File: src/rtl/cse_pkg.sv
// ----------------------------------------------------------------------------
// cse_pkg
// Shared constants, payload types and controller/datapath interface types.
// ----------------------------------------------------------------------------
`timescale 1ns / 1ps

package cse_pkg;

    localparam int MAX_ITEMS = 1024;
    localparam int KEY_WIDTH = 32;
    localparam int ADDR_W    = $clog2(MAX_ITEMS);
    localparam int ROWS_W    = 11;
    localparam int COLS_W    = 6;
    localparam int CFG_W     = 11;
    localparam int CFG_IDX_W = 2;

    localparam logic [CFG_IDX_W-1:0] CFG_ROWS = 2'd0;
    localparam logic [CFG_IDX_W-1:0] CFG_COLS = 2'd1;

    localparam logic [ROWS_W-1:0] ROWS_RESET = 11'd128;
    localparam logic [COLS_W-1:0] COLS_RESET = 6'd8;

    localparam logic [1:0] ACT_WRITE = 2'd0;
    localparam logic [1:0] ACT_SORT  = 2'd1;
    localparam logic [1:0] ACT_READ  = 2'd2;

    // Datapath operations issued by the controller
    localparam logic [3:0] OP_IDLE      = 4'd0;
    localparam logic [3:0] OP_WRITE     = 4'd1;
    localparam logic [3:0] OP_READ      = 4'd2;
    localparam logic [3:0] OP_RD_OUT    = 4'd3;
    localparam logic [3:0] OP_DIM_INIT  = 4'd4;
    localparam logic [3:0] OP_DIM_STEP  = 4'd5;
    localparam logic [3:0] OP_OUT_BAD   = 4'd6;
    localparam logic [3:0] OP_OUT_OK    = 4'd7;
    localparam logic [3:0] OP_PASS_INIT = 4'd8;
    localparam logic [3:0] OP_RUN_RDI   = 4'd9;
    localparam logic [3:0] OP_RUN_GETV  = 4'd10;
    localparam logic [3:0] OP_RUN_CMP   = 4'd11;
    localparam logic [3:0] OP_RUN_PUT   = 4'd12;
    localparam logic [3:0] OP_RUN_NEXT  = 4'd13;
    localparam logic [3:0] OP_COPY      = 4'd14;

    typedef struct packed {
        logic [1:0]  action;
        logic [9:0]  index;
        logic [31:0] key_in;
    } t_in;

    typedef struct packed {
        logic [31:0] key_out;
        logic        status;
    } t_out;

    typedef struct packed {
        logic [3:0] op;
        logic       buf_sel;   // sort buffer or copy source: 0 key store, 1 transpose
        logic       shift;     // pass works on windows offset by half a column
    } t_ctl;

    typedef struct packed {
        logic out_free;
        logic rem_ge;
        logic dim_ok;
        logic gt;
        logic j_one;
        logic i_last;
        logic run_last;
        logic cnt_last;
        logic one_col;
    } t_sts;

endpackage

File: src/rtl/cse_ctrl.sv
// ----------------------------------------------------------------------------
// cse_ctrl
// Command sequencer: accepts beats, runs the dimension check and the six
// columnsort passes by issuing one datapath operation per cycle.
// ----------------------------------------------------------------------------
`timescale 1ns / 1ps

module cse_ctrl (
    input  logic          i_clk,
    input  logic          i_rst_n,
    input  logic          i_in_valid,
    output logic          o_in_ready,
    input  logic [1:0]    i_action,
    input  cse_pkg::t_sts i_sts,
    output cse_pkg::t_ctl o_ctl
);
    import cse_pkg::*;

    localparam logic [3:0] ST_IDLE = 4'd0;
    localparam logic [3:0] ST_RDW  = 4'd1;
    localparam logic [3:0] ST_DIM  = 4'd2;
    localparam logic [3:0] ST_CHK  = 4'd3;
    localparam logic [3:0] ST_PINI = 4'd4;
    localparam logic [3:0] ST_RDI  = 4'd5;
    localparam logic [3:0] ST_GETV = 4'd6;
    localparam logic [3:0] ST_CMP  = 4'd7;
    localparam logic [3:0] ST_PUT  = 4'd8;
    localparam logic [3:0] ST_RNX  = 4'd9;
    localparam logic [3:0] ST_CP   = 4'd10;
    localparam logic [3:0] ST_CPD  = 4'd11;
    localparam logic [3:0] ST_FIN  = 4'd12;

    localparam logic [2:0] PH_SORT1  = 3'd0;
    localparam logic [2:0] PH_TRANS  = 3'd1;
    localparam logic [2:0] PH_SORT2  = 3'd2;
    localparam logic [2:0] PH_UNTR   = 3'd3;
    localparam logic [2:0] PH_SHIFT  = 3'd5;

    logic [3:0] r_state, n_state;
    logic [2:0] r_phase, n_phase;
    logic       accept;

    assign o_in_ready = (r_state == ST_IDLE) && i_sts.out_free;
    assign accept     = i_in_valid && o_in_ready;

    // Next state and operation
    always_comb begin
        n_state       = r_state;
        n_phase       = r_phase;
        o_ctl.op      = OP_IDLE;
        o_ctl.buf_sel = (r_phase == PH_SORT2) || (r_phase == PH_UNTR);
        o_ctl.shift   = (r_phase == PH_SHIFT);
        unique case (r_state)
            ST_IDLE: begin
                if (accept) begin
                    priority case (i_action)
                        ACT_WRITE: o_ctl.op = OP_WRITE;
                        ACT_READ: begin
                            o_ctl.op = OP_READ;
                            n_state  = ST_RDW;
                        end
                        ACT_SORT: begin
                            o_ctl.op = OP_DIM_INIT;
                            n_state  = ST_DIM;
                        end
                        default: o_ctl.op = OP_IDLE;
                    endcase
                end
            end
            ST_RDW: begin
                o_ctl.op = OP_RD_OUT;
                n_state  = ST_IDLE;
            end
            ST_DIM: begin
                if (i_sts.rem_ge) begin
                    o_ctl.op = OP_DIM_STEP;
                end else begin
                    n_state = ST_CHK;
                end
            end
            ST_CHK: begin
                if (i_sts.dim_ok) begin
                    n_phase = PH_SORT1;
                    n_state = ST_PINI;
                end else begin
                    o_ctl.op = OP_OUT_BAD;
                    n_state  = ST_IDLE;
                end
            end
            ST_PINI: begin
                o_ctl.op = OP_PASS_INIT;
                if ((r_phase == PH_TRANS) || (r_phase == PH_UNTR)) begin
                    n_state = ST_CP;
                end else if ((r_phase == PH_SHIFT) && i_sts.one_col) begin
                    n_state = ST_FIN;
                end else begin
                    n_state = ST_RDI;
                end
            end
            ST_RDI: begin
                o_ctl.op = OP_RUN_RDI;
                n_state  = ST_GETV;
            end
            ST_GETV: begin
                o_ctl.op = OP_RUN_GETV;
                n_state  = ST_CMP;
            end
            ST_CMP: begin
                o_ctl.op = OP_RUN_CMP;
                if (i_sts.gt) begin
                    if (i_sts.j_one) begin
                        n_state = ST_PUT;
                    end
                end else begin
                    n_state = i_sts.i_last ? ST_RNX : ST_RDI;
                end
            end
            ST_PUT: begin
                o_ctl.op = OP_RUN_PUT;
                n_state  = i_sts.i_last ? ST_RNX : ST_RDI;
            end
            ST_RNX: begin
                if (!i_sts.run_last) begin
                    o_ctl.op = OP_RUN_NEXT;
                    n_state  = ST_RDI;
                end else if (r_phase == PH_SHIFT) begin
                    n_state = ST_FIN;
                end else begin
                    n_phase = r_phase + 3'd1;
                    n_state = ST_PINI;
                end
            end
            ST_CP: begin
                o_ctl.op = OP_COPY;
                if (i_sts.cnt_last) begin
                    n_state = ST_CPD;
                end
            end
            ST_CPD: begin
                n_phase = r_phase + 3'd1;
                n_state = ST_PINI;
            end
            ST_FIN: begin
                o_ctl.op = OP_OUT_OK;
                n_state  = ST_IDLE;
            end
            default: n_state = ST_IDLE;
        endcase
    end

    // State registers
    always_ff @(posedge i_clk) begin
        if (!i_rst_n) begin
            r_state <= ST_IDLE;
            r_phase <= PH_SORT1;
        end else begin
            r_state <= n_state;
            r_phase <= n_phase;
        end
    end

endmodule

File: config.mk
export PLATFORM = sky130hd
export DESIGN_NAME = cse_ctrl
export DESIGN_NICKNAME = d
export VERILOG_FILES = /design/src/rtl/cse_pkg.sv /design/src/rtl/cse_ctrl.sv
export SDC_FILE = /design/constraint.sdc
export NUM_CORES = 1
export LEC_CHECK = 0
export ABC_AREA = 0
export BUFFER_PORTS_ARGS = -buffer_cell sky130_fd_sc_hd__buf_2
export CELL_PAD_IN_SITES_DETAIL_PLACEMENT = 1
export CELL_PAD_IN_SITES_GLOBAL_PLACEMENT = 1
export CORE_MARGIN = 5
export CORE_UTILIZATION = 41
export CTS_BUF_LIST = sky130_fd_sc_hd__clkbuf_2
export DETAILED_ROUTE_END_ITERATION = 6
export HOLD_SLACK_MARGIN = 0.12
export PLACE_DENSITY_LB_ADDON = 0.1
export SLEW_MARGIN = 10
export SYNTH_ARGS = -nofsm -noshare
export SYNTH_HDL_FRONTEND = slang
export SYNTH_SLANG_ARGS = --single-unit
File: constraint.sdc
create_clock -name i_clk -period 3.4 [get_ports i_clk]
set_input_delay 0.17 -clock i_clk [delete_from_list [all_inputs] [get_ports i_clk]]
set_output_delay 0.17 -clock i_clk [all_outputs]
set_load 0.01 [all_outputs]
==> Yosys cells after proc, flatten, opt, wreduce, memory -nomap -nowiden <==
Cells that the tools add are included.
{ "word_totals": {"out_inout_bits": 7, "elab_cells": 62, "reg_bits": 7, "input_bits": 14} }
{ "op_classes": {"n_mux": 23, "eq_ne": 26, "add_sub_neg": 1, "reduce_logical": 10} }
{ "op_table": {"columns": ["operator", "n"], "rows": [
  ["case mux 4 bit (12 select lines)", 1],
  ["2-to-1 mux 4 bit", 11],
  ["case mux 4 bit (11 select lines)", 1],
  ["2-to-1 mux 3 bit", 7],
  ["== test 4 bit, second input constant", 5],
  ["case mux 3 bit (3 select lines)", 2],
  ["== test 4 x 3 -> 1 bit, second input constant", 4],
  ["inequality test 2 bit, second input constant", 6],
  ["== test 4 x 2 -> 1 bit, second input constant", 2],
  ["case mux 4 bit (2 select lines)", 1],
  ["== test 3 x 2 -> 1 bit, second input constant", 2],
  ["AND reduction 5 bit", 1],
  ["== test 4 x 1 -> 1 bit, second input constant", 1],
  ["zero test 4 bit", 1],
  ["AND reduction 4 bit", 1],
  ["adder 3 x 1 -> 3 bit, second input constant", 1],
  ["== test 3 x 1 -> 1 bit, second input constant", 1],
  ["== test 3 bit, second input constant", 1],
  ["logical AND 1 bit", 3],
  ["inequality test 3 x 1 -> 1 bit, second input constant", 1],
  ["inequality test 3 bit, second input constant", 1],
  ["nonzero test 3 bit", 1],
  ["== test 2 x 1 -> 1 bit, second input constant", 1],
  ["== test 2 bit, second input constant", 1],
  ["other kinds (2)", 3]
]} }

==> Longest topological paths before layout <==
{ "logic_depth": {"ltp_word": 5, "mapped_depth": 7, "depth_no_buf": 7} }

==> Worst setup path before layout <==
OpenSTA, ideal clock, no wires.
{ "synth_path": {"kind": "reg-to-reg", "start": "register r_phase[0]", "end": "register r_state[3]", "setup_ns": 0.059, "t_required_ns": 3.341, "path_stages_with_launch": 7, "arrival_time_ns": 1.372, "slack_ns": 1.968, "n_path_buf": 0, "synth_period_minus_slack_ns": 1.432, "cell_sequence": "dfxtp_1 ha_1 ha_1 a21oi_1 or4_1 o311ai_1 a22o_1"} }
{ "synth_via": {"elab_chain_cells": 5, "word_cells_on_any_way": 10, "classes_between": "3 x eq/ne; 5 x mux; 2 x reduce/logical"} }
{ "synth_lines": {"columns": ["element", "line_no", "text"], "rows": [
  ["start: declaration", "cse_ctrl.sv:40", "logic [2:0] r_phase, n_phase;"],
  ["start signal: assignment", "cse_ctrl.sv:158", "r_phase <= n_phase;"],
  ["== test 3 bit", "cse_ctrl.sv:94, cse_ctrl.sv:126", null],
  ["logical AND 1 bit", "cse_ctrl.sv:94", "end else if ((r_phase == PH_SHIFT) && i_sts.one_col) begin"],
  ["2-to-1 mux 4 bit", "cse_ctrl.sv:94", null],
  ["2-to-1 mux 4 bit", "cse_ctrl.sv:92", "if ((r_phase == PH_TRANS) || (r_phase == PH_UNTR)) begin"],
  ["case mux 4 bit (11 select lines) (*)", "cse_ctrl.sv:53", "unique case (r_state)"],
  ["end signal: assignment", "cse_ctrl.sv:157", "r_state <= n_state;"],
  ["end: declaration", "cse_ctrl.sv:39", "logic [3:0] r_state, n_state;"]
]} }
Mark *: on every way between the ends. The rest lies on a longest branch, timed or not.
A chain may end at the register's enable or synchronous reset.

==> results.md <==
- Final Util: 0.481
- Max_cap viols: 0
- CP Capture Type: output port
- Crit path arrival time: 1.93 ns
- Fill cells: 280
- H-tree levels: 1
- Avg Vias per Cell: 5.59
- GPL Wtd Cong: 0.789
- Hold/Removal Path Class: in2reg
- Diode count: 0
- ANT nets after route: 0
- Final nets: 151
- Seq/Total Area, Yosys: 0.169
- Status: completed
- Relative slew slack: 0.527
- Core area: 0.00194 mm²
- Synthesized Nets: 134
- Worst-case clock buffer depth: 2
- Router iterations before antenna repair: 4
- Power Dens Cells: 217 mW/mm²
- Die area: 0.00302 mm²
- WS Path Type: reg2out
- Reg clk slew, reported paths: 0.08 ns
- Post-route minimum period: 2.10 ns
- Setup Viol. Count Final: 0
- CTS Buf Count: 3
- Layout area overhead: 13.0%
- Per-cell routed wire length: 14.8 µm
- GRT Total Usage: 0.184
- Post-CTS Setup Inserts: 0
- RSZ-0062 raised after global routing: false
- Synth Register Bits: 7
- First-pass GRT wire length: 4.00 mm
- Routed vias: 889
- Congestion Overflow GR: 0
- Initial antenna violation count: 0
- GRT met1 Usage: 0.240
- Die width: 54.9 µm
- Drt total wl: 2.35 mm
- Worst Max-Slew Pin Slew: 0.708 ns
- M3 GR Usage: 0.0241
- Post-synth EDFFs: 0
- Crit-path max FO: 24
- Layout cells sized above 1: 0.197
- Lkg Pwr: 0.397 nW
- Fraction of the cycle the final worst path needs: 0.617
- VDD IR max: 168 µV
- Largest net degree at the start of global routing: 25
- DR DRC count: 0
- Setup TNS: 0 ns
- Req. time, crit path: 3.23 ns
- # IOs: 21
- Vias in the first global route: 878
- IO buf count: 20
- Ys Warns: 0
- Synth Cell Area: 827 µm²
- Met2 usage: 0.311
- Max frequency: 0.476 GHz
- Final Hold Viols: 0
- Top FF cell, synth: dfxtp_1
- Final Max Tran Viols: 0
- Asr flop ratio synth: 0
- Yosys cell types: 42
- Root Buffer: clkbuf_2
- Clk Latency, worst-skew pair: 0.24 ns
- Crit path launch type: flip-flop
- CTS tree: yes
- Post-CTS resize count: 0
- CTS Sinks: 7
- Worst Skew: 0.00287 ns
- Drt initial violations: 11
- Syn avg cell area: 7.13 µm²
- Post-synthesis instance total: 116
- Chip height: 54.9 µm
- FP Rows: 16
- Detailed placement HPWL: 1.81 mm
- Starting Density: 0.426
- Hold-fix buffers, CTS: 0
- Busiest grt layer: met2
routing by layer:
layer	up-vias	routed length, µm
li1	451	-
met4	0	27
met2	10	1170
met1	423	1090
met3	5	63
met5	-	0
Yosys cell counts (2+ instances only):
cell type / count / share of area
a22o_1: 2 / 0.021
nor2_1: 12 / 0.054
a21boi_0: 3 / 0.027
buf_2: 4 / 0.024
nand2_1: 10 / 0.045
o21ai_0: 6 / 0.036
and2_1: 2 / 0.015
xnor2_1: 2 / 0.021
o22ai_1: 2 / 0.015
nand2b_1: 3 / 0.023
nor2b_1: 5 / 0.038
inv_1: 6 / 0.027
o21bai_1: 2 / 0.018
nor3_1: 2 / 0.012
nand3_1: 2 / 0.012
o21a_1: 2 / 0.018
a21oi_1: 12 / 0.073
ha_1: 4 / 0.061
dfxtp_1: 7 / 0.17
nor3b_1: 3 / 0.027
o311ai_1: 2 / 0.021
mux2i_1: 2 / 0.024
a21o_1: 2 / 0.018
worst paths after layout:
| kind | from | end | slack, ns | cells after the start |
|---|---|---|---|---|
| setup / recovery | r_state[0] | o_ctl[2] | 1.30 | 6 |
| hold / removal | i_rst_n | r_state[1] | 0.25 | 3 |
| setup reg to reg | r_state[0] | r_state[3] | 1.39 | 5 |
| hold reg to reg | r_phase[0] | r_phase[0] | 0.53 | 2 |
logic make-up (layout without fill, tap and decap cells):
group,Yosys count,in the layout,synth area share
adders and majority gates,4,4,0.0605
muxes,2,2,0.0242
and+or+nand+nor,46,46,0.316
xor gates and xnor gates,2,2,0.0212
buffers and inverters,14,30,0.0832
AOI/OAI and AO/OA,41,41,0.325
DFF,7,7,0.169
cell type report:
type                       count  area [µm²]  area share
inverter                       6        22.5      0.0241
sequential                     7         140       0.150
clock buffer                   4        20.0      0.0214
timing repair buffer          20         100       0.107
multi-input combinational     95         618       0.661
tap                           27        33.8      0.0361
worst max-delay path: stages (launching register included):
cell and delay [ns]:
dfxtp_1 0.54, nor4_1 0.47, nand3_1 0.19, nor3_1 0.20, nor2_1 0.08, o21ai_0 0.07, buf_2 0.15
power breakdown:
part           internal (mW)  leakage (nW)  switching (mW)
clock                 0.0313        0.0166          0.0339
sequential            0.0831        0.0565         0.00685
combinational         0.0223         0.324          0.0255
total                  0.137         0.397          0.0663
through the flow:
step / cell area [µm²] / worst slack, ns / power (mW) / instances / hold WS, ns
after floorplan: 827 / 1.97 / 0.119 / 116 / 0.404
after global placement: 915 / 1.53 / 0.139 / 155 / 0.485
after detailed placement: 915 / 1.44 / 0.140 / 155 / 0.498
after CTS: 935 / 1.26 / 0.206 / 159 / 0.237
after global routing: 935 / 1.05 / 0.217 / 159 / 0.243
final: 935 / 1.30 / 0.203 / 159 / 0.247
layout by cell type, fill, tap and decap left out, types with 3 or more instances in the layout:
| cell | synthesis | routed |
|---|---|---|
| dfxtp_1 | 7 | 7 |
| ha_1 | 4 | 4 |
| a21boi_0 | 3 | 3 |
| nor2_1 | 12 | 12 |
| nand2b_1 | 3 | 3 |
| inv_1 | 6 | 6 |
| nor3b_1 | 3 | 3 |
| o21ai_0 | 6 | 6 |
| clkbuf_2 | 0 | 4 |
| nand2_1 | 10 | 10 |
| nor2b_1 | 5 | 5 |
| a21oi_1 | 12 | 12 |
| buf_2 | 4 | 20 |
registers in the layout (all words and copies together), names as in the netlist:
register	count
r_phase	3
r_state	4
Power figures use the tool's default switching activity.
